==> src/hw/rtl/bpr_pkg.sv <==
// Shared types, constants and helpers for the BMP pixel to RGB555 decoder.
// Used by the interfaces, the front, the queue, the back and the top level.
`default_nettype none

package bpr_pkg;

  // image and palette limits
  localparam int MAX_DIM     = 1024;
  localparam int PAL_DEPTH   = 256;
  localparam int COLOR_W     = 16;
  localparam int COORD_W     = 10;
  localparam int DIM_W       = 11;
  localparam int IDX_W       = 8;
  localparam int QUEUE_DEPTH = 4;
  localparam int QPTR_W      = 2;

  // configuration register indexes
  localparam logic [1:0] REG_MODE   = 2'd0;
  localparam logic [1:0] REG_WIDTH  = 2'd1;
  localparam logic [1:0] REG_HEIGHT = 2'd2;

  // item function codes
  localparam logic FUNC_PAL_WR = 1'b0;
  localparam logic FUNC_DATA   = 1'b1;

  // pixel mode codes
  typedef enum logic [2:0] {
    MODE_PAL4  = 3'd0,
    MODE_PAL8  = 3'd1,
    MODE_RGB16 = 3'd2,
    MODE_RGB24 = 3'd3,
    MODE_RGB32 = 3'd4
  } mode_t;

  // one pixel on its way to the back
  typedef struct packed {
    logic [COORD_W-1:0] x;
    logic [COORD_W-1:0] y;
    logic               done;
    logic               last;
    logic               use_pal;
    logic [IDX_W-1:0]   idx;
    logic [COLOR_W-1:0] color;
  } pix_t;

  // one queue entry: a palette write (idx and color of p0) or one or two pixels
  typedef struct packed {
    logic is_wr;
    logic two;
    pix_t p0;
    pix_t p1;
  } entry_t;

  // pack three five-bit channels, opaque bit set
  function automatic logic [COLOR_W-1:0] rgb555(input logic [4:0] r5,
                                                input logic [4:0] g5,
                                                input logic [4:0] b5);
    rgb555 = {1'b1, b5, g5, r5};
  endfunction

  // clamp a dimension register to 1..MAX_DIM
  function automatic logic [DIM_W-1:0] clamp_dim(input logic [DIM_W-1:0] v);
    if (v == '0) begin
      clamp_dim = DIM_W'(1);
    end else if (v > DIM_W'(MAX_DIM)) begin
      clamp_dim = DIM_W'(MAX_DIM);
    end else begin
      clamp_dim = v;
    end
  endfunction

endpackage

`default_nettype wire

==> src/hw/rtl/bpr_fifo.sv <==
// Short queue of decoded entries between the front and the back.
// Depends on bpr_pkg for the entry type and depth.
`default_nettype none

module bpr_fifo (
  input  wire logic            clk,
  input  wire logic            rst_n,
  input  wire logic            push,
  input  wire bpr_pkg::entry_t push_data,
  output      logic            full,
  output      logic            head_valid,
  output      bpr_pkg::entry_t head,
  input  wire logic            pop,
  output      logic [bpr_pkg::QPTR_W:0] count
);

  bpr_pkg::entry_t                mem_r [bpr_pkg::QUEUE_DEPTH];
  logic [bpr_pkg::QPTR_W-1:0]     wr_ptr_r, wr_ptr_nxt;
  logic [bpr_pkg::QPTR_W-1:0]     rd_ptr_r, rd_ptr_nxt;
  logic [bpr_pkg::QPTR_W:0]       count_r, count_nxt;
  logic                           do_push, do_pop;

  assign full       = (count_r == (bpr_pkg::QPTR_W+1)'(bpr_pkg::QUEUE_DEPTH));
  assign head_valid = (count_r != '0);
  assign head       = mem_r[rd_ptr_r];
  assign count      = count_r;
  assign do_push    = push && !full;
  assign do_pop     = pop && head_valid;

  // pointer and fill updates
  always_comb begin
    wr_ptr_nxt = wr_ptr_r + (bpr_pkg::QPTR_W)'(do_push);
    rd_ptr_nxt = rd_ptr_r + (bpr_pkg::QPTR_W)'(do_pop);
    count_nxt  = count_r + (bpr_pkg::QPTR_W+1)'(do_push) - (bpr_pkg::QPTR_W+1)'(do_pop);
  end

  always_ff @(posedge clk) begin
    if (!rst_n) begin
      wr_ptr_r <= '0;
      rd_ptr_r <= '0;
      count_r  <= '0;
    end else begin
      wr_ptr_r <= wr_ptr_nxt;
      rd_ptr_r <= rd_ptr_nxt;
      count_r  <= count_nxt;
    end
  end

  // entry storage
  always_ff @(posedge clk) begin
    if (do_push) begin
      mem_r[wr_ptr_r] <= push_data;
    end
  end

endmodule

`default_nettype wire

==> config.mk <==
export PLATFORM = sky130hd
export DESIGN_NAME = bpr_fifo
export DESIGN_NICKNAME = d
export VERILOG_FILES = /design/src/hw/rtl/bpr_pkg.sv /design/src/hw/rtl/bpr_fifo.sv
export SDC_FILE = /design/constraint.sdc
export NUM_CORES = 1
export LEC_CHECK = 0
export ABC_AREA = 1
export ABC_CLOCK_PERIOD_IN_PS = 19700
export BUFFER_PORTS_ARGS = -buffer_cell sky130_fd_sc_hd__buf_2
export CORE_AREA = 5 5 166 168
export CTS_CLUSTER_DIAMETER = 200
export DETAILED_ROUTE_END_ITERATION = 6
export DIE_AREA = 0 0 171 173
export HOLD_SLACK_MARGIN = 0.08
export PLACE_DENSITY = 0.79
export SKIP_LAST_GASP = 1
export SLEW_MARGIN = 15
export SYNTH_ARGS = -nofsm -noshare
export SYNTH_HDL_FRONTEND = slang
export SYNTH_SLANG_ARGS = --single-unit
==> constraint.sdc <==
create_clock -name clk -period 19.7 [get_ports clk]
set_input_delay 3.94 -clock clk [delete_from_list [all_inputs] [get_ports clk]]
set_output_delay 3.94 -clock clk [all_outputs]
set_load 0.01 [all_outputs]
==> results of run 1 <==
-- routing by layer --
metal	up-vias	routed length, um
met5	-	39
met4	6	646
met3	53	2240
li1	4094	-
met1	4301	11900
met2	299	15200
-- final cells by class --
type | count | share of cell area [%]
Sequential cell | 391 | 68.7
Multi-Input combinational cell | 515 | 14.6
Timing Repair Buffer | 213 | 6.46
Antenna cell | 4 | 0.0589
Clock inverter | 18 | 1.21
Clock buffer | 50 | 6.23
Tap cell | 335 | 2.46
Inverter | 11 | 0.280
-- final timing paths --
check	from	to	slack, ps
max reg2reg	count[1]	mem_r[0][69]	17460
min	wr_ptr_r[1]	wr_ptr_r[1]	560
max	rd_ptr_r[0]	head[94]	12380
min reg2reg	wr_ptr_r[1]	wr_ptr_r[1]	560
-- power by group --
part           internal [mW]  switching, mW  total (mW)
Clock                  0.443          0.279       0.722
Combinational          0.166          0.352       0.518
Sequential              1.02         0.0335        1.06
-- flip-flops by register name, summed over array words and instances (netlist names) --
| signal | flops |
|---|---|
| count | 3 |
| wr_ptr_r | 2 |
| rd_ptr_r | 2 |
| mem_r | 384 |
-- logic make-up after synthesis --
kind of cell / synth area share, %
compound gates: 10.8
xor+xnor: 0.0601
fa+ha+maj: 0.309
buf+inv: 3.00
flops: 80.1
simple gates: 5.76
-- cells in the final DEF (no fill, tap or decap) --
| cell | n |
|---|---|
| edfxtp_1 | 384 |
| nand2_1 | 15 |
| xnor2_1 | 1 |
| o21ai_1 | 78 |
| dfxtp_1 | 5 |
| nand4_1 | 1 |
| buf_2 | 200 |
| fa_1 | 1 |
| clkbuf_16 | 41 |
| clkbuf_1 | 9 |
| nor3_2 | 4 |
| o21ai_0 | 114 |
| inv_6 | 1 |
| diode_2 | 4 |
| dfxtp_4 | 2 |
| a21oi_1 | 1 |
| o21ai_2 | 1 |
| bufinv_16 | 5 |
| nand3_1 | 2 |
| ha_1 | 2 |
| nor2_1 | 199 |
| inv_1 | 9 |
| clkinv_1 | 8 |
| buf_4 | 13 |
| o22ai_1 | 96 |
| clkinv_2 | 6 |
-- worst register-to-register path, cell delays in order, from the launching register on --
cell,delay [ps]
dfxtp_1,410
inv_1,100
nand2_1,100
o21ai_2,120
nor3_2,180
buf_4,860
==> impl_metrics.toml, run 1 <==
[status]
status = "completed"

[worst_setup_path]
critPathArrivalTime_ps = 3380
path_delay_family = "buffers and inverters"
reg2reg_depth = 5
required_ps = 15760
critPathSlowestCell = "buf_4"
cp_max_fo = 99
cp.depth = 5
crit_path_end_kind = "output port"
worstPathCellList = "inv_6 -> buf_4 -> o21ai_0 -> o22ai_1 -> buf_2"
crit_type = "reg -> out"
cp.buffers_inverters = 3
crit_path_max_incr_delay_ps = 880
cp-start-kind = "register"

[yosys]
seq_area_frac_synth_pct = 80.1
synth_most_common_cell = "edfxtp_1"
netlist_top_cells_area = "edfxtp_1, nor2_1, o22ai_1"
synth_commonest_cells = "edfxtp_1, nor2_1, o21ai_0"
ys.flop_type = "edfxtp_1"
synth_edf_count = 384
syn_area_per_cell_sq_um = 14.9
synth_seq_cells = 391
yosys.cell_types.count = 22
synth.largest_area_cell = "edfxtp_1"
postSynthCellCount = 979
synth_top_area_share_pct = 79.1
syn_nets = 1082
netlist_area_sq_um = 14600
ys_async_sr_fraction_pct = 0
yosysWarnings = 0

[timing]
slew-limit-headroom_pct = 25.9
report.final.setup_viol = 0
clock_skew_ps = 7.93
hold_viol_final = 0
fmax_mhz = 137
worst_pin_slew_ps = 1110
setup-tns-final_ps = 0
min_period_over_period_pct = 37.1
fin_crit_ps = 7320
whs_ps = 557
rsz0062_at_grt = "no"
postLayoutSetupSlackWorst_ps = 12380
slew_viol_final = 0

[floorplan]
core_sq_um = 25800
num_rows = 59
die_area_sq_um = 29600
die-width_um = 171
initial_core_util_pct = 56.6
fp.dieH_um = 173
num_io_pins = 201

[grt]
grt_use_met1_pct = 26.5
grt_use_met3_pct = 4.70
grt_start_max_net_pins = 100
grt_pass1_vias = 8603
grt.busiest_layer = "met2"
grt.total_usage_pct = 19.7
grt_pass1_wl_um = 46100
grt_use_met2_pct = 32.4
antenna_found_initial = 6
overflow = 0

[final_layout]
seq_area_sq_um = 11700
layout.nets = 1274
nFillCells = 1776
multiInputGateArea_sq_um = 2490
synthToLayoutAreaGrowth_pct = 16.7
fin_area_sq_um = 17000
fin_cells = 1537
utilization_pct = 66.0
layout-drive-gt1-share_pct = 22.8

[clock_tree]
root_buffer = "clkbuf_16"
cts-htree-levels = 2
clk_latency_ps = 500
cts_buffers = 39
cts_setup_buffers = 0
ctsHoldBuffers = 0
clkTransAtPathRegs_ps = 60
cts.sinks = 391
post_cts_resized = 0
cts_tree = "built"
cts_max_path_buffers = 3

[route]
dr.pass1.iters = 4
drc = 0
first_iter_violations = 818
vias_per_cell = 5.69
vias = 8753
drt-total-wl_um = 30000
avgRoutedWirePerCell_um = 19.5
ant_nets = 0

[power]
p_total_mw = 2.30
p_per_area_nw_per_um2 = 135
p_leak_nw = 5.96
ir_worst_vdd_mv = 0.123

[worst_hold_path]
hold_path_class = "reg -> reg"
holdPathStages = 2

[placement]
placed_area_sq_um = 15700
pre_cts_ws_ps = 12960
numPlacedInstances = 1465
port_buffers = 200
post-dp-hpwl_um = 16700
place_congestion = 0.746

[job]
maxCapViolCount = 0
(Power assumes the default switching activity.)
==> run 2, diff against run 1 <==
- ABC_CLOCK_PERIOD_IN_PS: 19700 -> 6660
- CORE_AREA: 5 5 166 168 -> 5 5 176 178
- DIE_AREA: 0 0 171 173 -> 0 0 181 183
- PLACE_DENSITY: 0.79 -> 0.74
- clock period: 19.7 -> 6.66 ns (I/O delays scaled with it)
==> impl_metrics.toml, run 2 (same netlist as run 1, synthesis figures left out) <==
[worst_setup_path]
worstPathCellList = "buf_4 -> buf_4 -> o21ai_0 -> o22ai_1 -> buf_2"
crit_path_max_incr_delay_ps = 700
worstSetupStartpoint = "rd_ptr_r[0]"
crit_path_end_kind = "output port"
critPathSlowestCell = "dfxtp_4"
critPathArrivalTime_ps = 3310
reg2reg_depth = 3
cp_common_cell = "buf_4"
crit_type = "reg -> out"
required_ps = 5330
r2r-start = "rd_ptr_r[0]"
cp_max_fo = 74
cp-start-kind = "register"

[grt]
grt_pass1_wl_um = 47000
grt_use_met3_pct = 4.88
grt_start_max_net_pins = 132
grt_use_met1_pct = 23.5
overflow = 0
antenna_found_initial = 7
grt.busiest_layer = "met2"
grt_pass1_vias = 8635
grt.total_usage_pct = 17.8
grt_use_met2_pct = 29.9

[floorplan]
num_rows = 63
num_io_pins = 201
die-width_um = 181
fp.dieH_um = 183
die_area_sq_um = 33100
core_sq_um = 29200
initial_core_util_pct = 49.8

[power]
p_total_mw = 6.73
ir_worst_vdd_mv = 0.294
p_leak_nw = 5.95
p_per_area_nw_per_um2 = 395

[clock_tree]
cts_max_path_buffers = 3
root_buffer = "clkbuf_16"
clkTransAtPathRegs_ps = 60
cts.sinks = 391
clk_latency_ps = 510
cts_buffers = 39
ctsHoldBuffers = 0
cts_setup_buffers = 0
post_cts_resized = 0
cts-htree-levels = 2
cts_tree = "built"

[final_layout]
largest_register_ffs = 384
layout-drive-gt1-share_pct = 23.1
nFillCells = 2249
synthToLayoutAreaGrowth_pct = 17.0
final_cell_mix = "edfxtp_1, buf_2, nor2_1, o21ai_0, o22ai_1"
regMostFlops = "mem_r"
mostFrequentLayoutCell = "edfxtp_1"
layout.nets = 1276
fin_area_sq_um = 17000

[timing]
report.final.setup_viol = 0
hold_viol_final = 0
rsz0062_at_grt = "no"
slew_viol_final = 0
clock_skew_ps = 10.4
fin_crit_ps = 4640
worst_pin_slew_ps = 1030
fmax_mhz = 215
slew-limit-headroom_pct = 31.2
min_period_over_period_pct = 69.7

[placement]
port_buffers = 200
post-dp-hpwl_um = 17000
place_congestion = 0.730
placed_area_sq_um = 15800

[route]
ant_nets = 0
vias = 8681
drc = 0
vias_per_cell = 5.45
first_iter_violations = 588
avgRoutedWirePerCell_um = 19.2
dr.pass1.iters = 5
drt-total-wl_um = 30600

[worst_hold_path]
hold_path_class = "reg -> reg"
min_from = "wr_ptr_r[1]"
holdPathStages = 2

[job]
maxCapViolCount = 0

[status]
status = "completed"
run 2: power by group:
part           leakage (nW)  switching [mW]  total [mW]  internal [mW]
combinational          1.78            1.03        1.52          0.491
clock                 0.598           0.847        2.08           1.24
sequential             3.57           0.105        3.13           3.02
run 2: area by class of cell:
class                   count  area, sq um  share of cell area [%]
diodes                      2         5.00                  0.0294
clock buffers              48         1050                    6.17
clock inverters            21          174                    1.02
inverters                  11         47.5                   0.279
multi-input cells         515         2490                    14.6
flip-flops and latches    391        11700                    68.5
well taps                 390          488                    2.86
repair buffers            215         1110                    6.53
run 2: path summary, 6_finish.rpt:
| check | to | slack [ps] |
|---|---|---|
| setup / recovery | head[44] | 2020 |
| hold / removal | wr_ptr_r[1] | 570 |
| setup reg to reg | rd_ptr_r[0] | 4160 |
| hold reg to reg | wr_ptr_r[1] | 570 |
run 2: per-stage QoR:
stage / worst slack (ps) / TNS, ps / hold WS [ps] / cells / utilization (%)
after floorplan: -1920 / -736860 / 503 / 979 / -
after global placement: 2610 / 0 / 544 / 1522 / 54.1
after detailed placement: 2570 / 0 / 552 / 1522 / 54.1
after CTS: 2020 / 0 / 558 / 1591 / 58.3
after global routing: 1760 / 0 / 594 / 1592 / 58.3
final: 2020 / 0 / 567 / 1593 / 58.3
run 2: metal layers:
layer | vias to the layer above | wire (um)
met1 | 4258 | 12900
met3 | 48 | 2300
met4 | 10 | 490
met5 | - | 60
met2 | 272 | 14800
li1 | 4093 | -
run 2: worst max-delay path, delay by kind of cell, from the launching register on:
kind,cells,cell delay [ps]
flops,1,700
compound gates,2,460
buf+inv,3,1500
==> run 3, diff against run 2 <==
- ABC_CLOCK_PERIOD_IN_PS: 6660 -> 4800
- CORE_AREA: 5 5 176 178 -> 5 5 166 168
- DIE_AREA: 0 0 181 183 -> 0 0 171 173
- PLACE_DENSITY: 0.74 -> 0.79
- clock period: 6.66 -> 4.8 ns (I/O delays scaled with it)
==> impl_metrics.toml, run 3 (same netlist as run 1, synthesis figures left out) <==
[power]
ir_worst_vdd_mv = 0.353
p_leak_nw = 5.96
p_per_area_nw_per_um2 = 545

[worst_setup_path]
worstPathCellList = "inv_6 -> buf_4 -> nor2_1 -> o22ai_1 -> buf_2"
critPathSlowestCell = "dfxtp_4"
cp_max_fo = 127
crit_path_end_kind = "output port"
cp-start-kind = "register"
cp.buffers_inverters = 3
critPathArrivalTime_ps = 3050
required_ps = 3840
path_delay_family = "buffers and inverters"
crit_type = "reg -> out"
crit_path_max_incr_delay_ps = 990
r2r_setup_slack_ps = 2450

[final_layout]
regMostFlops = "mem_r"
multiInputGateArea_sq_um = 2510
nFillCells = 1741
layout-drive-gt1-share_pct = 23.3
seq_area_sq_um = 11700
fin_cells = 1541
layout.nets = 1278
synthToLayoutAreaGrowth_pct = 16.5
largest_register_ffs = 384
final_cell_mix = "edfxtp_1, buf_2, nor2_1, o21ai_0, o22ai_1"
mostFrequentLayoutCell = "edfxtp_1"

[timing]
slew_viol_final = 0
whs_ps = 597
slew-limit-headroom_pct = 30.4
worst_pin_slew_ps = 1040
fmax_mhz = 250
clock_skew_ps = 14.4
postLayoutSetupSlackWorst_ps = 794
min_period_over_period_pct = 83.5
fin_crit_ps = 4010
report.final.setup_viol = 0
rsz0062_at_grt = "no"
hold_viol_final = 0

[placement]
place_congestion = 0.744
numPlacedInstances = 1469
pre_cts_ws_ps = 1380
port_buffers = 200
post-dp-hpwl_um = 17200

[floorplan]
fp.dieH_um = 173
die-width_um = 171
core_sq_um = 25800
num_io_pins = 201
num_rows = 59
die_area_sq_um = 29600
initial_core_util_pct = 56.6

[worst_hold_path]
hold_path_class = "reg -> reg"

[status]
status = "completed"

[clock_tree]
cts_max_path_buffers = 3
ctsHoldBuffers = 0
root_buffer = "clkbuf_16"
cts_buffers = 39
clk_latency_ps = 510
cts.sinks = 391
post_cts_resized = 0
cts-htree-levels = 2
clkTransAtPathRegs_ps = 60
cts_tree = "built"
cts_setup_buffers = 0

[route]
avgRoutedWirePerCell_um = 19.9
vias_per_cell = 5.69
dr.pass1.iters = 5
drc = 0
first_iter_violations = 836
ant_nets = 0
vias = 8769
drt-total-wl_um = 30700

[grt]
overflow = 0
grt_pass1_vias = 8811
grt.total_usage_pct = 20.5
grt_start_max_net_pins = 128
grt_pass1_wl_um = 47800
antenna_found_initial = 6

[job]
maxCapViolCount = 0
[run 3: worst paths after layout]
kind / depth (start not counted) / startpoint / end
worst max-delay path: 5 / rd_ptr_r[0] / head[30]
worst min-delay path: 2 / wr_ptr_r[1] / wr_ptr_r[1]
worst max register to register: 5 / count[1] / mem_r[3][25]
worst min register to register: 2 / wr_ptr_r[1] / wr_ptr_r[1]
[run 3: metal layers]
layer | part of all wire, % | track usage [%] | vias to the layer above
li1 | - | - | 4101
met1 | 38 | 26.6 | 4238
met2 | 51 | 34.4 | 355
met3 | 9.4 | 5.34 | 69
met4 | 2.3 | 5.84 | 6
met5 | 0.11 | 0 | -
[run 3: layout make-up]
type / count / share of cell area, %
multi-input cells: 515 / 14.8
diodes: 3 / 0.0442
clock inverters: 15 / 0.442
flip-flops and latches: 391 / 68.7
inverters: 11 / 0.280
clock buffers: 54 / 6.50
well taps: 335 / 2.47
repair buffers: 217 / 6.72
[run 3: per-stage QoR]
stage	power [mW]	TNS [ps]	util (%)	cell area, sq um
5_1_grt	9.72	0	65.9	17000
2_1_floorplan	5.77	-184230	-	14600
6_report	9.26	0	65.9	17000
3_5_place_dp	6.56	0	61.3	15800
3_3_place_gp	6.50	0	61.3	15800
4_1_cts	9.34	0	65.9	17000
[run 3: power by group]
| part | switching, mW | internal, mW |
|---|---|---|
| clock | 1.17 | 1.61 |
| sequential | 0.197 | 4.20 |
| combinational | 1.39 | 0.689 |
[run 3: worst reg2reg max path, delay by kind of cell, from the launching register on]
kind                   cells  cell delay, ps
AO/OA/AOI/OAI              1             170
flip-flops                 1             380
buffers and inverters      2             490
AND/OR/NAND/NOR            2             930
