**src/hw/rtl/bpr_pkg.sv**
```systemverilog
// Shared types, constants and helpers for the BMP pixel to RGB555 decoder.
// Used by the interfaces, the front, the queue, the back and the top level.
`default_nettype none

package bpr_pkg;

  // image and palette limits
  localparam int MAX_DIM     = 1024;
  localparam int PAL_DEPTH   = 256;
  localparam int COLOR_W     = 16;
  localparam int COORD_W     = 10;
  localparam int DIM_W       = 11;
  localparam int IDX_W       = 8;
  localparam int QUEUE_DEPTH = 4;
  localparam int QPTR_W      = 2;

  // configuration register indexes
  localparam logic [1:0] REG_MODE   = 2'd0;
  localparam logic [1:0] REG_WIDTH  = 2'd1;
  localparam logic [1:0] REG_HEIGHT = 2'd2;

  // item function codes
  localparam logic FUNC_PAL_WR = 1'b0;
  localparam logic FUNC_DATA   = 1'b1;

  // pixel mode codes
  typedef enum logic [2:0] {
    MODE_PAL4  = 3'd0,
    MODE_PAL8  = 3'd1,
    MODE_RGB16 = 3'd2,
    MODE_RGB24 = 3'd3,
    MODE_RGB32 = 3'd4
  } mode_t;

  // one pixel on its way to the back
  typedef struct packed {
    logic [COORD_W-1:0] x;
    logic [COORD_W-1:0] y;
    logic               done;
    logic               last;
    logic               use_pal;
    logic [IDX_W-1:0]   idx;
    logic [COLOR_W-1:0] color;
  } pix_t;

  // one queue entry: a palette write (idx and color of p0) or one or two pixels
  typedef struct packed {
    logic is_wr;
    logic two;
    pix_t p0;
    pix_t p1;
  } entry_t;

  // pack three five-bit channels, opaque bit set
  function automatic logic [COLOR_W-1:0] rgb555(input logic [4:0] r5,
                                                input logic [4:0] g5,
                                                input logic [4:0] b5);
    rgb555 = {1'b1, b5, g5, r5};
  endfunction

  // clamp a dimension register to 1..MAX_DIM
  function automatic logic [DIM_W-1:0] clamp_dim(input logic [DIM_W-1:0] v);
    if (v == '0) begin
      clamp_dim = DIM_W'(1);
    end else if (v > DIM_W'(MAX_DIM)) begin
      clamp_dim = DIM_W'(MAX_DIM);
    end else begin
      clamp_dim = v;
    end
  endfunction

endpackage

`default_nettype wire

```
**src/hw/rtl/bpr_if.sv**
```systemverilog
// Handshake channel interfaces: input items, result items and register writes.
// Depends on bpr_pkg for field widths.
`default_nettype none

interface bpr_in_if;
  logic                     valid;
  logic                     ready;
  logic                     func;
  logic [bpr_pkg::IDX_W-1:0] pal_index;
  logic [7:0]               pal_blue;
  logic [7:0]               pal_green;
  logic [7:0]               pal_red;
  logic [7:0]               data_byte;

  modport source (output valid, func, pal_index, pal_blue, pal_green, pal_red, data_byte,
                  input ready);
  modport sink (input valid, func, pal_index, pal_blue, pal_green, pal_red, data_byte,
                output ready);
endinterface


interface bpr_cfg_if;
  logic                       valid;
  logic                       ready;
  logic [1:0]                 index;
  logic [bpr_pkg::DIM_W-1:0]  data;

  modport source (output valid, index, data, input ready);
  modport sink (input valid, index, data, output ready);
endinterface

`default_nettype wire

```
**src/hw/rtl/bpr_front.sv**
```systemverilog
// Front part: takes items and register writes, tracks the stream position
// and turns palette writes and completed pixels into queue entries. Depends on bpr_pkg and bpr_if.
`default_nettype none

module bpr_front (
  input  wire logic            clk,
  input  wire logic            rst_n,
  bpr_in_if.sink               in_bus,
  bpr_cfg_if.sink              cfg_bus,
  input  wire logic            q_full,
  output      logic            push,
  output      bpr_pkg::entry_t push_data
);

  localparam int DW = bpr_pkg::DIM_W;
  localparam int CW = bpr_pkg::COORD_W;

  logic [2:0]    mode_r;
  logic [DW-1:0] width_r;
  logic [DW-1:0] height_r;
  logic [DW-1:0] col_r, col_nxt;
  logic [CW-1:0] row_r, row_nxt;
  logic [1:0]    rbc_r, rbc_nxt;
  logic [1:0]    phase_r, phase_nxt;
  logic [15:0]   partial_r, partial_nxt;
  logic          pad_r, pad_nxt;

  logic [DW-1:0] w, h;
  logic [DW-1:0] row_ext, row_inc;
  logic [DW-1:0] col1, col_end;
  logic [DW-1:0] y_full;
  logic          row_last;
  logic          do_check;
  logic          in_acc;
  logic [7:0]    b;
  bpr_pkg::pix_t px0, px1;

  assign in_bus.ready  = !q_full;
  assign cfg_bus.ready = 1'b1;
  assign in_acc        = in_bus.valid && !q_full;
  assign b             = in_bus.data_byte;

  // clamped geometry and per-position fields
  always_comb begin
    w        = bpr_pkg::clamp_dim(width_r);
    h        = bpr_pkg::clamp_dim(height_r);
    row_ext  = {1'b0, row_r};
    row_inc  = row_ext + DW'(1);
    row_last = (row_inc == h);
    y_full   = h - DW'(1) - row_ext;
    col1     = col_r + DW'(1);
  end

  // decode one item
  always_comb begin
    col_nxt     = col_r;
    row_nxt     = row_r;
    rbc_nxt     = rbc_r;
    phase_nxt   = phase_r;
    partial_nxt = partial_r;
    pad_nxt     = pad_r;
    col_end     = col_r;
    do_check    = 1'b0;
    push        = 1'b0;

    px0         = '0;
    px0.x       = col_r[CW-1:0];
    px0.y       = y_full[CW-1:0];
    px0.done    = (col1 == w) && row_last;
    px0.last    = 1'b1;
    px1         = '0;
    px1.x       = col1[CW-1:0];
    px1.y       = y_full[CW-1:0];
    px1.done    = ((col1 + DW'(1)) == w) && row_last;
    px1.last    = 1'b1;
    push_data   = '0;

    if (in_bus.func == bpr_pkg::FUNC_PAL_WR) begin
      // palette write travels through the queue to keep order with lookups
      push               = 1'b1;
      push_data.is_wr    = 1'b1;
      push_data.p0.idx   = in_bus.pal_index;
      push_data.p0.color = bpr_pkg::rgb555(in_bus.pal_red[7:3], in_bus.pal_green[7:3],
                                           in_bus.pal_blue[7:3]);
    end else if (mode_r <= 3'(bpr_pkg::MODE_RGB32)) begin
      rbc_nxt = rbc_r + 2'd1;
      if (pad_r) begin
        // row padding bytes
        if (rbc_nxt == 2'd0) begin
          pad_nxt = 1'b0;
        end
      end else begin
        case (mode_r)
          3'(bpr_pkg::MODE_PAL4): begin
            push          = 1'b1;
            px0.use_pal   = 1'b1;
            px0.idx       = {4'd0, b[7:4]};
            px1.use_pal   = 1'b1;
            px1.idx       = {4'd0, b[3:0]};
            if (col1 < w) begin
              px0.last      = 1'b0;
              push_data.two = 1'b1;
              col_end       = col1 + DW'(1);
            end else begin
              col_end       = col1;
            end
            do_check = 1'b1;
          end
          3'(bpr_pkg::MODE_PAL8): begin
            push        = 1'b1;
            px0.use_pal = 1'b1;
            px0.idx     = b;
            col_end     = col1;
            do_check    = 1'b1;
          end
          3'(bpr_pkg::MODE_RGB16): begin
            if (phase_r == 2'd0) begin
              partial_nxt = {8'd0, b};
              phase_nxt   = 2'd1;
            end else begin
              phase_nxt = 2'd0;
              push      = 1'b1;
              px0.color = bpr_pkg::rgb555(b[6:2], {b[1:0], partial_r[7:5]}, partial_r[4:0]);
              col_end   = col1;
              do_check  = 1'b1;
            end
          end
          default: begin
            // 24 and 32 bit modes: blue, green, red, then alpha in 32 bit
            case (phase_r)
              2'd0: begin
                partial_nxt = {8'd0, b};
                phase_nxt   = 2'd1;
              end
              2'd1: begin
                partial_nxt = {b, partial_r[7:0]};
                phase_nxt   = 2'd2;
              end
              2'd2: begin
                push      = 1'b1;
                px0.color = bpr_pkg::rgb555(b[7:3], partial_r[15:11], partial_r[7:3]);
                col_end   = col1;
                col_nxt   = col1;
                if (mode_r == 3'(bpr_pkg::MODE_RGB32)) begin
                  phase_nxt = 2'd3;
                end else begin
                  phase_nxt = 2'd0;
                  do_check  = 1'b1;
                end
              end
              default: begin
                phase_nxt = 2'd0;
                do_check  = 1'b1;
              end
            endcase
          end
        endcase

        // end of row check
        if (do_check) begin
          col_nxt = col_end;
          if (col_end >= w) begin
            col_nxt = '0;
            row_nxt = row_last ? '0 : row_inc[CW-1:0];
            if (rbc_nxt != 2'd0) begin
              pad_nxt = 1'b1;
            end
          end
        end
      end
    end

    if (!push_data.is_wr) begin
      push_data.p0 = px0;
      push_data.p1 = px1;
    end
    push = push && in_acc;
  end

  // configuration and stream position
  always_ff @(posedge clk) begin
    if (!rst_n) begin
      mode_r    <= 3'(bpr_pkg::MODE_RGB24);
      width_r   <= DW'(1);
      height_r  <= DW'(1);
      col_r     <= '0;
      row_r     <= '0;
      rbc_r     <= '0;
      phase_r   <= '0;
      partial_r <= '0;
      pad_r     <= 1'b0;
    end else if (cfg_bus.valid && cfg_bus.index <= bpr_pkg::REG_HEIGHT) begin
      unique case (cfg_bus.index)
        bpr_pkg::REG_MODE:  mode_r   <= cfg_bus.data[2:0];
        bpr_pkg::REG_WIDTH: width_r  <= cfg_bus.data;
        default:            height_r <= cfg_bus.data;
      endcase
      col_r     <= '0;
      row_r     <= '0;
      rbc_r     <= '0;
      phase_r   <= '0;
      partial_r <= '0;
      pad_r     <= 1'b0;
    end else if (in_acc) begin
      col_r     <= col_nxt;
      row_r     <= row_nxt;
      rbc_r     <= rbc_nxt;
      phase_r   <= phase_nxt;
      partial_r <= partial_nxt;
      pad_r     <= pad_nxt;
    end
  end

endmodule

`default_nettype wire

```
**src/flat_wrapper.sv**
```systemverilog
// flat-port wrapper written by rule: the top's interface ports become plain ports
module bpr_front_flat 
  (clk, rst_n, q_full, push, push_data, in_bus_valid, in_bus_func, in_bus_pal_index, in_bus_pal_blue, in_bus_pal_green, in_bus_pal_red, in_bus_data_byte, in_bus_ready, cfg_bus_valid, cfg_bus_index, cfg_bus_data, cfg_bus_ready);
  bpr_in_if in_bus_i ();
  bpr_cfg_if cfg_bus_i ();
  input  wire logic clk;
  input  wire logic rst_n;
  input  wire logic q_full;
  output      logic push;
  output      bpr_pkg::entry_t push_data;
  input wire logic [$bits(in_bus_i.valid)-1:0] in_bus_valid;
  input wire logic [$bits(in_bus_i.func)-1:0] in_bus_func;
  input wire logic [$bits(in_bus_i.pal_index)-1:0] in_bus_pal_index;
  input wire logic [$bits(in_bus_i.pal_blue)-1:0] in_bus_pal_blue;
  input wire logic [$bits(in_bus_i.pal_green)-1:0] in_bus_pal_green;
  input wire logic [$bits(in_bus_i.pal_red)-1:0] in_bus_pal_red;
  input wire logic [$bits(in_bus_i.data_byte)-1:0] in_bus_data_byte;
  output wire logic [$bits(in_bus_i.ready)-1:0] in_bus_ready;
  input wire logic [$bits(cfg_bus_i.valid)-1:0] cfg_bus_valid;
  input wire logic [$bits(cfg_bus_i.index)-1:0] cfg_bus_index;
  input wire logic [$bits(cfg_bus_i.data)-1:0] cfg_bus_data;
  output wire logic [$bits(cfg_bus_i.ready)-1:0] cfg_bus_ready;
  assign in_bus_i.valid = in_bus_valid;
  assign in_bus_i.func = in_bus_func;
  assign in_bus_i.pal_index = in_bus_pal_index;
  assign in_bus_i.pal_blue = in_bus_pal_blue;
  assign in_bus_i.pal_green = in_bus_pal_green;
  assign in_bus_i.pal_red = in_bus_pal_red;
  assign in_bus_i.data_byte = in_bus_data_byte;
  assign in_bus_ready = in_bus_i.ready;
  assign cfg_bus_i.valid = cfg_bus_valid;
  assign cfg_bus_i.index = cfg_bus_index;
  assign cfg_bus_i.data = cfg_bus_data;
  assign cfg_bus_ready = cfg_bus_i.ready;
  bpr_front u_core (.clk(clk), .rst_n(rst_n), .in_bus(in_bus_i), .cfg_bus(cfg_bus_i), .q_full(q_full), .push(push), .push_data(push_data));
endmodule
```
**config.mk**
```make
export PLATFORM = sky130hd
export DESIGN_NAME = bpr_front_flat
export DESIGN_NICKNAME = d
export VERILOG_FILES = /design/src/hw/rtl/bpr_pkg.sv /design/src/hw/rtl/bpr_if.sv /design/src/hw/rtl/bpr_front.sv /design/src/flat_wrapper.sv
export SDC_FILE = /design/constraint.sdc
export NUM_CORES = 1
export LEC_CHECK = 0
export CAP_MARGIN = 20
export CORE_UTILIZATION = 48
export DETAILED_ROUTE_END_ITERATION = 16
export DONT_BUFFER_PORTS = 1
export GPL_TIMING_DRIVEN = 0
export HOLD_SLACK_MARGIN = 0.02
export MAX_ROUTING_LAYER = met4
export REMOVE_ABC_BUFFERS = 1
export SLEW_MARGIN = 20
export SYNTH_ARGS = -nofsm -noshare
export SYNTH_HDL_FRONTEND = slang
export SYNTH_SLANG_ARGS = --single-unit
```
**constraint.sdc**
```tcl
create_clock -name clk -period 6.7 [get_ports clk]
set_input_delay 0.335 -clock clk [delete_from_list [all_inputs] [get_ports clk]]
set_output_delay 0.335 -clock clk [all_outputs]
set_load 0.01 [all_outputs]
```
==> results.toml, run 1 <==
[outcome]
outcome = "finished, final reports clean"

[layout]
nets = 891
num_antenna_cells = 0
final_util_pct = 51.71
syn_to_final_growth_pct = 3.274
layout-drive-gt1-share_pct = 6.742
fill_cells = 1274

[global_routing]
grt_pass1_vias = 5762
overflow = 0
grt_use_total_pct = 28.36
grt_pass1_wl_mm = 30.85
grt_start_max_net_pins = 45
antenna_found_initial = 0

[clocking]
cts_sinks = 64
cts_tree = "built"
clk_pin_slew_ns = 0.06
clk_latency_ns = 0.34
cts-root-buf = "clkbuf_16"
clockBufferDepth = 2
h-tree-depth = 3
cts_buffers = 9
cts-hold-fix-buffers = 0

[yosys]
ys_types = 80
yosysMostFrequentCell = "nor2_1"
seq_area_frac_synth_pct = 19.95
synthCells = 847
ys_top_cells_by_count = "65 x nor2_1, 64 x dfxtp_1, 62 x nand2_1"
synth_area_um2 = 6421
synth_top_area_share_pct = 19.95
synthTopCellsByArea = "dfxtp_1 20%, ha_1 6.8%, xnor2_1 4.2%"
yosys_most_used_dff = "dfxtp_1"
yosysWarnings = 0
synth_edf_count = 0
synthArstFlopShare_pct = 0
synth_area_leader_cell = "dfxtp_1"
yosys_register_bits = 64
syn_area_per_cell_um2 = 7.581

[die]
core_um2 = 12820
die_width_um = 117.7
num_io_pins = 158
dieArea_um2 = 13840
initial_core_util_pct = 50.07
chipHeight_um = 117.7
rows = 41

[drt]
post_drt_wl_per_cell_um = 19.76
drt-initial-drc-count = 365
postRouteAntennaNets = 0
drtPass1Iterations = 5
vias = 6139
wirelength_mm = 19.23
viasPerCell = 6.309
drc = 0

[place]
dp_hpwl_mm = 14.21
numPortBuffers = 0
gp_congestion = 0.9451

[sta]
rsz0062_at_grt = "no"
period_share_pct = 92.91
fin_crit_ns = 6.225
skew_ns = 0.01059
hold_violations = 0
setup_violations = 0
tightest_slew_ns = 1.072
hold_slack_ns = 0.07257
drv_slew = 0
fmax_ghz = 0.1606
slew_headroom_pct = 28.27

[worst_setup_path]
critPathMaxFanout = 13
crit_chain = "ha_1 -> nand2_1 -> o21ai_0 -> and2_1 -> inv_1 -> ha_1 -> a21oi_1 -> o21ai_0 -> a2111oi_4 -> nand4_1 -> xnor2_1 -> a221o_1 -> ha_1 -> or4_1 -> a221oi_1 -> o221a_2 -> o21ai_1 -> nor3_4 -> a22o_1"
start_kind = "register"
crit_type = "register to register"
critical_path_required_ns = 6.98
critPathCaptureType = "register"
path_delay_family = "compound AO/OA/AOI/OAI gates"
crit_arrival_ns = 6.51
cpPeakStageDelay_ns = 0.64
critPathSlowestCell = "dfxtp_1"
crit_top_cell = "ha_1"
critPathBufInv = 1

[pwr]
power.switching_mw = 0.3277
seqPwrFrac_pct = 35.5
clkPwrFrac_pct = 46.2
vdd_drop_max_mv = 0.2162
comb_power_share_pct = 18.2
p_total_mw = 1.128
intPower_mw = 0.8004
switching_share_pct = 29.04
cellPowerDensity_nw_per_um2 = 170.1
p_leak_nw = 2.438

[flow_run]
cap_violations = 0

[min_path]
min_path_type = "primary input to register"
[worst paths after layout]
check                           start                   to  slack, ns  cells after the start
hold / removal                  rst_n   u_core.height_r[0]       0.07                      1
hold reg to reg   u_core.partial_r[2]  u_core.partial_r[2]       0.45                      2
setup reg to reg      u_core.col_r[1]      u_core.col_r[5]       0.48                     19
setup / recovery      u_core.col_r[1]      u_core.col_r[5]       0.48                     19
[layout make-up]
type	instances	area, um2	area share, %
Timing Repair Buffer	1	7.507	0.1132
Clock buffer	10	239.0	3.604
Tap cell	172	215.2	3.245
Inverter	35	132.6	2.000
Clock inverter	6	92.59	1.396
Sequential cell	64	1282	19.34
Multi-Input combinational cell	685	4662	70.30
[through the flow]
stage	cell area (um2)	instances	setup TNS, ns	worst slack [ns]
6_report	6631	973	0	0.4752
3_5_place_dp	6271	956	-3.898	-0.5806
3_3_place_gp	6252	956	-12.72	-1.000
4_1_cts	6615	973	0	0.2330
2_1_floorplan	6037	784	0	0.8789
5_1_grt	6631	973	0	0.01904
[cell families after synthesis]
group	count (synthesis)	synth area share, %
compound gates	231	24.67
xor+xnor	45	7.015
fa+ha+maj	36	7.132
buf+inv	117	9.139
flops	64	19.95
mux	27	4.228
other cells	2	0.1170
simple gates	325	27.75
[sequential cells by signal, summed over array words and instances (netlist names), 2 cells and up]
register and cells:
u_core.row_r 10, u_core.col_r 11, u_core.height_r 11, u_core.width_r 11, u_core.phase_r 2, u_core.partial_r 13, u_core.rbc_r 2, u_core.mode_r 3
[cells in the final DEF, fill, tap and decap left out, drive strengths merged, types with 10 or more instances in the layout]
master and instances:
dfxtp 64, a22oi 34, clkbuf 10, o21ai 46, nand2 62, nor2 65, xnor2 33, nor2b 42
nand3 27, a21oi 52, conb 21, mux2i 26, nor4 11, ha 35, o2bb2ai 18, nand2b 13
nand4 11, nor3 23, inv 33, and2 17
[worst register-to-register path, delay by kind of cell, from the launching register on]
family	cells	cell delay, ns
AOI/OAI and AO/OA	9	2.58
DFF	1	0.64
xor gates and xnor gates	1	0.17
adders and majority gates	3	1.08
and+or+nand+nor	5	1.56
buffers and inverters	1	0.14
[per-layer routing]
layer  global-route usage [%]  wire length, um  part of all wire (%)
met5                        -                0                     0
met4                    8.974              456                   2.4
met3                    4.312             1305                   6.8
met2                    44.52             8861                    46
met1                    37.25             8606                    45
[repair_timing]
action                                  CTS  global route
endpoints found under the hold margin     0             0
pin swaps                                 1             0
endpoints found under the setup margin   16            14
setup buffers                             1             0
gates resized for setup                   1             2
[power by group through the flow]
stage                     Combinational (mW)  Sequential, mW  Clock (mW)
after detailed placement               0.200           0.409           0
after CTS                              0.204           0.401       0.529
after global placement                 0.195           0.408           0
final                                  0.206           0.401       0.522
after floorplan                        0.155           0.405           0
after global routing                   0.225           0.402       0.545
(Power assumes the default switching activity.)
==> run 2: changes to the inputs <==
Settings changed: CORE_ASPECT_RATIO from default to 1.5.
==> run 2 against run 1 <==
Against the previous run:
- critical path depth did not move
- total power rose by 2.7%
- sequential share of layout area barely moved
- non-clock buffer count rose by 1
- maximum frequency fell by 0.16%
- combinational power barely moved
- clock skew fell by 0.0031 ns
- wire length fell by 1.1%
- count of clock-buffer cells in the layout rose by 1
- cell count fell by 1.2%
- utilization fell by 0.73 points
==> results.toml, run 2 (synthesis gave the netlist of run 1 again) <==
[global_routing]
grt_pass1_vias = 5667
grtUsageMet3_pct = 3.757
overflow = 0
busiest_layer = "met2"
grt_util_met1_pct = 32.47
antenna_found_initial = 0
grt_pass1_wl_mm = 29.05
grt_use_total_pct = 28.32
grt_util_met2_pct = 48.38
grt_start_max_net_pins = 45

[clocking]
cts_buffers = 9
cts_sinks = 64
h-tree-depth = 3
clk_latency_ns = 0.33
clk_pin_slew_ns = 0.06
cts_tree = "built"
clockBufferDepth = 2
cts-root-buf = "clkbuf_16"

[worst_setup_path]
path_delay_family = "compound AO/OA/AOI/OAI gates"
critPathSlowestCell = "dfxtp_1"
start_kind = "register"
critical_path_required_ns = 6.98
crit_arrival_ns = 6.51
critPathCaptureType = "register"
reg2reg_slack_ns = 0.47
reg2reg_from = "u_core.col_r[1]"
critPathMaxFanout = 13
crit_chain = "ha_2 -> nand4_1 -> o21ai_0 -> and2_1 -> inv_1 -> ha_1 -> nand4_1 -> a211oi_1 -> a2111o_1 -> nor2_1 -> xnor2_1 -> o221ai_1 -> ha_1 -> or4_1 -> a221oi_1 -> o221a_2 -> o21ai_1 -> nor3_2 -> a22o_1"
crit_type = "register to register"
worst_r2r_path_depth = 19
r2r_end = "u_core.col_r[5]"
cpPeakStageDelay_ns = 0.63
critPathBufInv = 1

[layout]
layout-drive-gt1-share_pct = 6.983
num_antenna_cells = 0
syn_to_final_growth_pct = 3.351
final_cells = 961
final_util_pct = 50.98
multi_input_comb_area_um2 = 4661
final_area_um2 = 6636
layout_common_cells = "64 x nor2_1, 63 x dfxtp_1, 61 x nand2_1"
top_register = "u_core.partial_r"
nets = 892
fill_cells = 1311
final_common_cell = "nor2_1"
seqCellArea_um2 = 1282
largest_reg_flops = 13

[drt]
vias = 6009
postRouteAntennaNets = 0
viasPerCell = 6.253
drc = 0
drt-initial-drc-count = 307
wirelength_mm = 19.03
post_drt_wl_per_cell_um = 19.80
drtPass1Iterations = 5

[sta]
setup_violations = 0
hold_slack_ns = 0.06708
hold_violations = 0
tightest_slew_ns = 1.149
fin_crit_ns = 6.235
skew_ns = 0.007466
slew_headroom_pct = 22.58
rsz0062_at_grt = "no"
period_share_pct = 93.06
fmax_ghz = 0.1604
drv_slew = 0

[min_path]
min_to = "u_core.height_r[0]"
min_path_type = "primary input to register"
whs_path_depth = 1
hold_start = "rst_n"

[flow_run]
cap_violations = 0

[place]
dp_hpwl_mm = 14.53
place_area_um2 = 6261
gp_congestion = 0.9534
numPortBuffers = 0
place_inst = 943

[die]
core_um2 = 13020
rows = 51
num_io_pins = 158
die_width_um = 96.44
initial_core_util_pct = 49.33
chipHeight_um = 143.7
dieArea_um2 = 13850

[pwr]
p_total_mw = 1.159
vdd_drop_max_mv = 0.1935
p_leak_nw = 2.446
cellPowerDensity_nw_per_um2 = 174.6

[outcome]
outcome = "finished, final reports clean"
[run 2: changes by cell type in the layout (fill, tap and decap cells not counted)]
cell,before,now
nor2_1,65,64
nor3_4,1,0
nor2_2,0,1
bufinv_16,2,3
buf_4,1,2
clkinv_4,2,1
ha_2,0,1
clkbuf_1,0,1
nor3_2,2,3
clkinvlp_4,2,0
ha_1,35,34
clkinv_2,1,2
[run 2: worst reg2reg max path, delay by kind of cell, from the launching register on]
kind                       cells  cell delay (ns)
and+or+nand+nor                6             1.71
xor gates and xnor gates       1             0.19
buffers and inverters          1             0.11
adders and majority gates      3             1.03
DFF                            1             0.63
AOI/OAI and AO/OA              8             2.52
[run 2: layer usage]
metal,up-vias,wire [um]
li1,2935,-
met1,2824,7747
met2,204,9719
met3,46,898
met4,0,662
met5,-,0
[run 2: area by class of cell]
type                       count  area share (%)
multi-input combinational    685           70.23
sequential                    64           19.33
clock buffer                  11           3.658
tap                          159           2.998
inverter                      35           1.998
clock inverter                 5           1.565
timing repair buffer           2          0.2262
[run 2: worst max-delay path by stage]
stage	from	end	cells after the start
floorplan	u_core.col_r[0]	u_core.col_r[5]	19
global placement	u_core.col_r[0]	u_core.col_r[6]	19
detailed placement	u_core.col_r[0]	u_core.col_r[5]	19
CTS	u_core.col_r[0]	u_core.col_r[5]	19
global route	u_core.col_r[1]	u_core.col_r[5]	19
finish	u_core.col_r[1]	u_core.col_r[5]	19
[run 2: stage by stage]
step	setup slack (ns)	setup TNS, ns
floorplan	0.8789	0
finish	0.4652	0
detailed placement	-0.5163	-4.394
global route	0.07876	0
CTS	0.2511	0
global placement	-0.9055	-12.54
[run 2: report_power, final]
part | internal [mW] | leakage [nW] | total [mW] | switching (mW)
clock network | 0.374 | 0.170 | 0.552 | 0.178
logic | 0.0752 | 1.76 | 0.205 | 0.130
registers | 0.388 | 0.518 | 0.401 | 0.0130
total | 0.837 | 2.45 | 1.16 | 0.321
[run 2: repair_timing]
action	CTS	global route
pin swaps	1	0
setup endpoints to repair	17	16
hold buffers	0	0
setup buffers	1	0
gates resized for setup	1	2
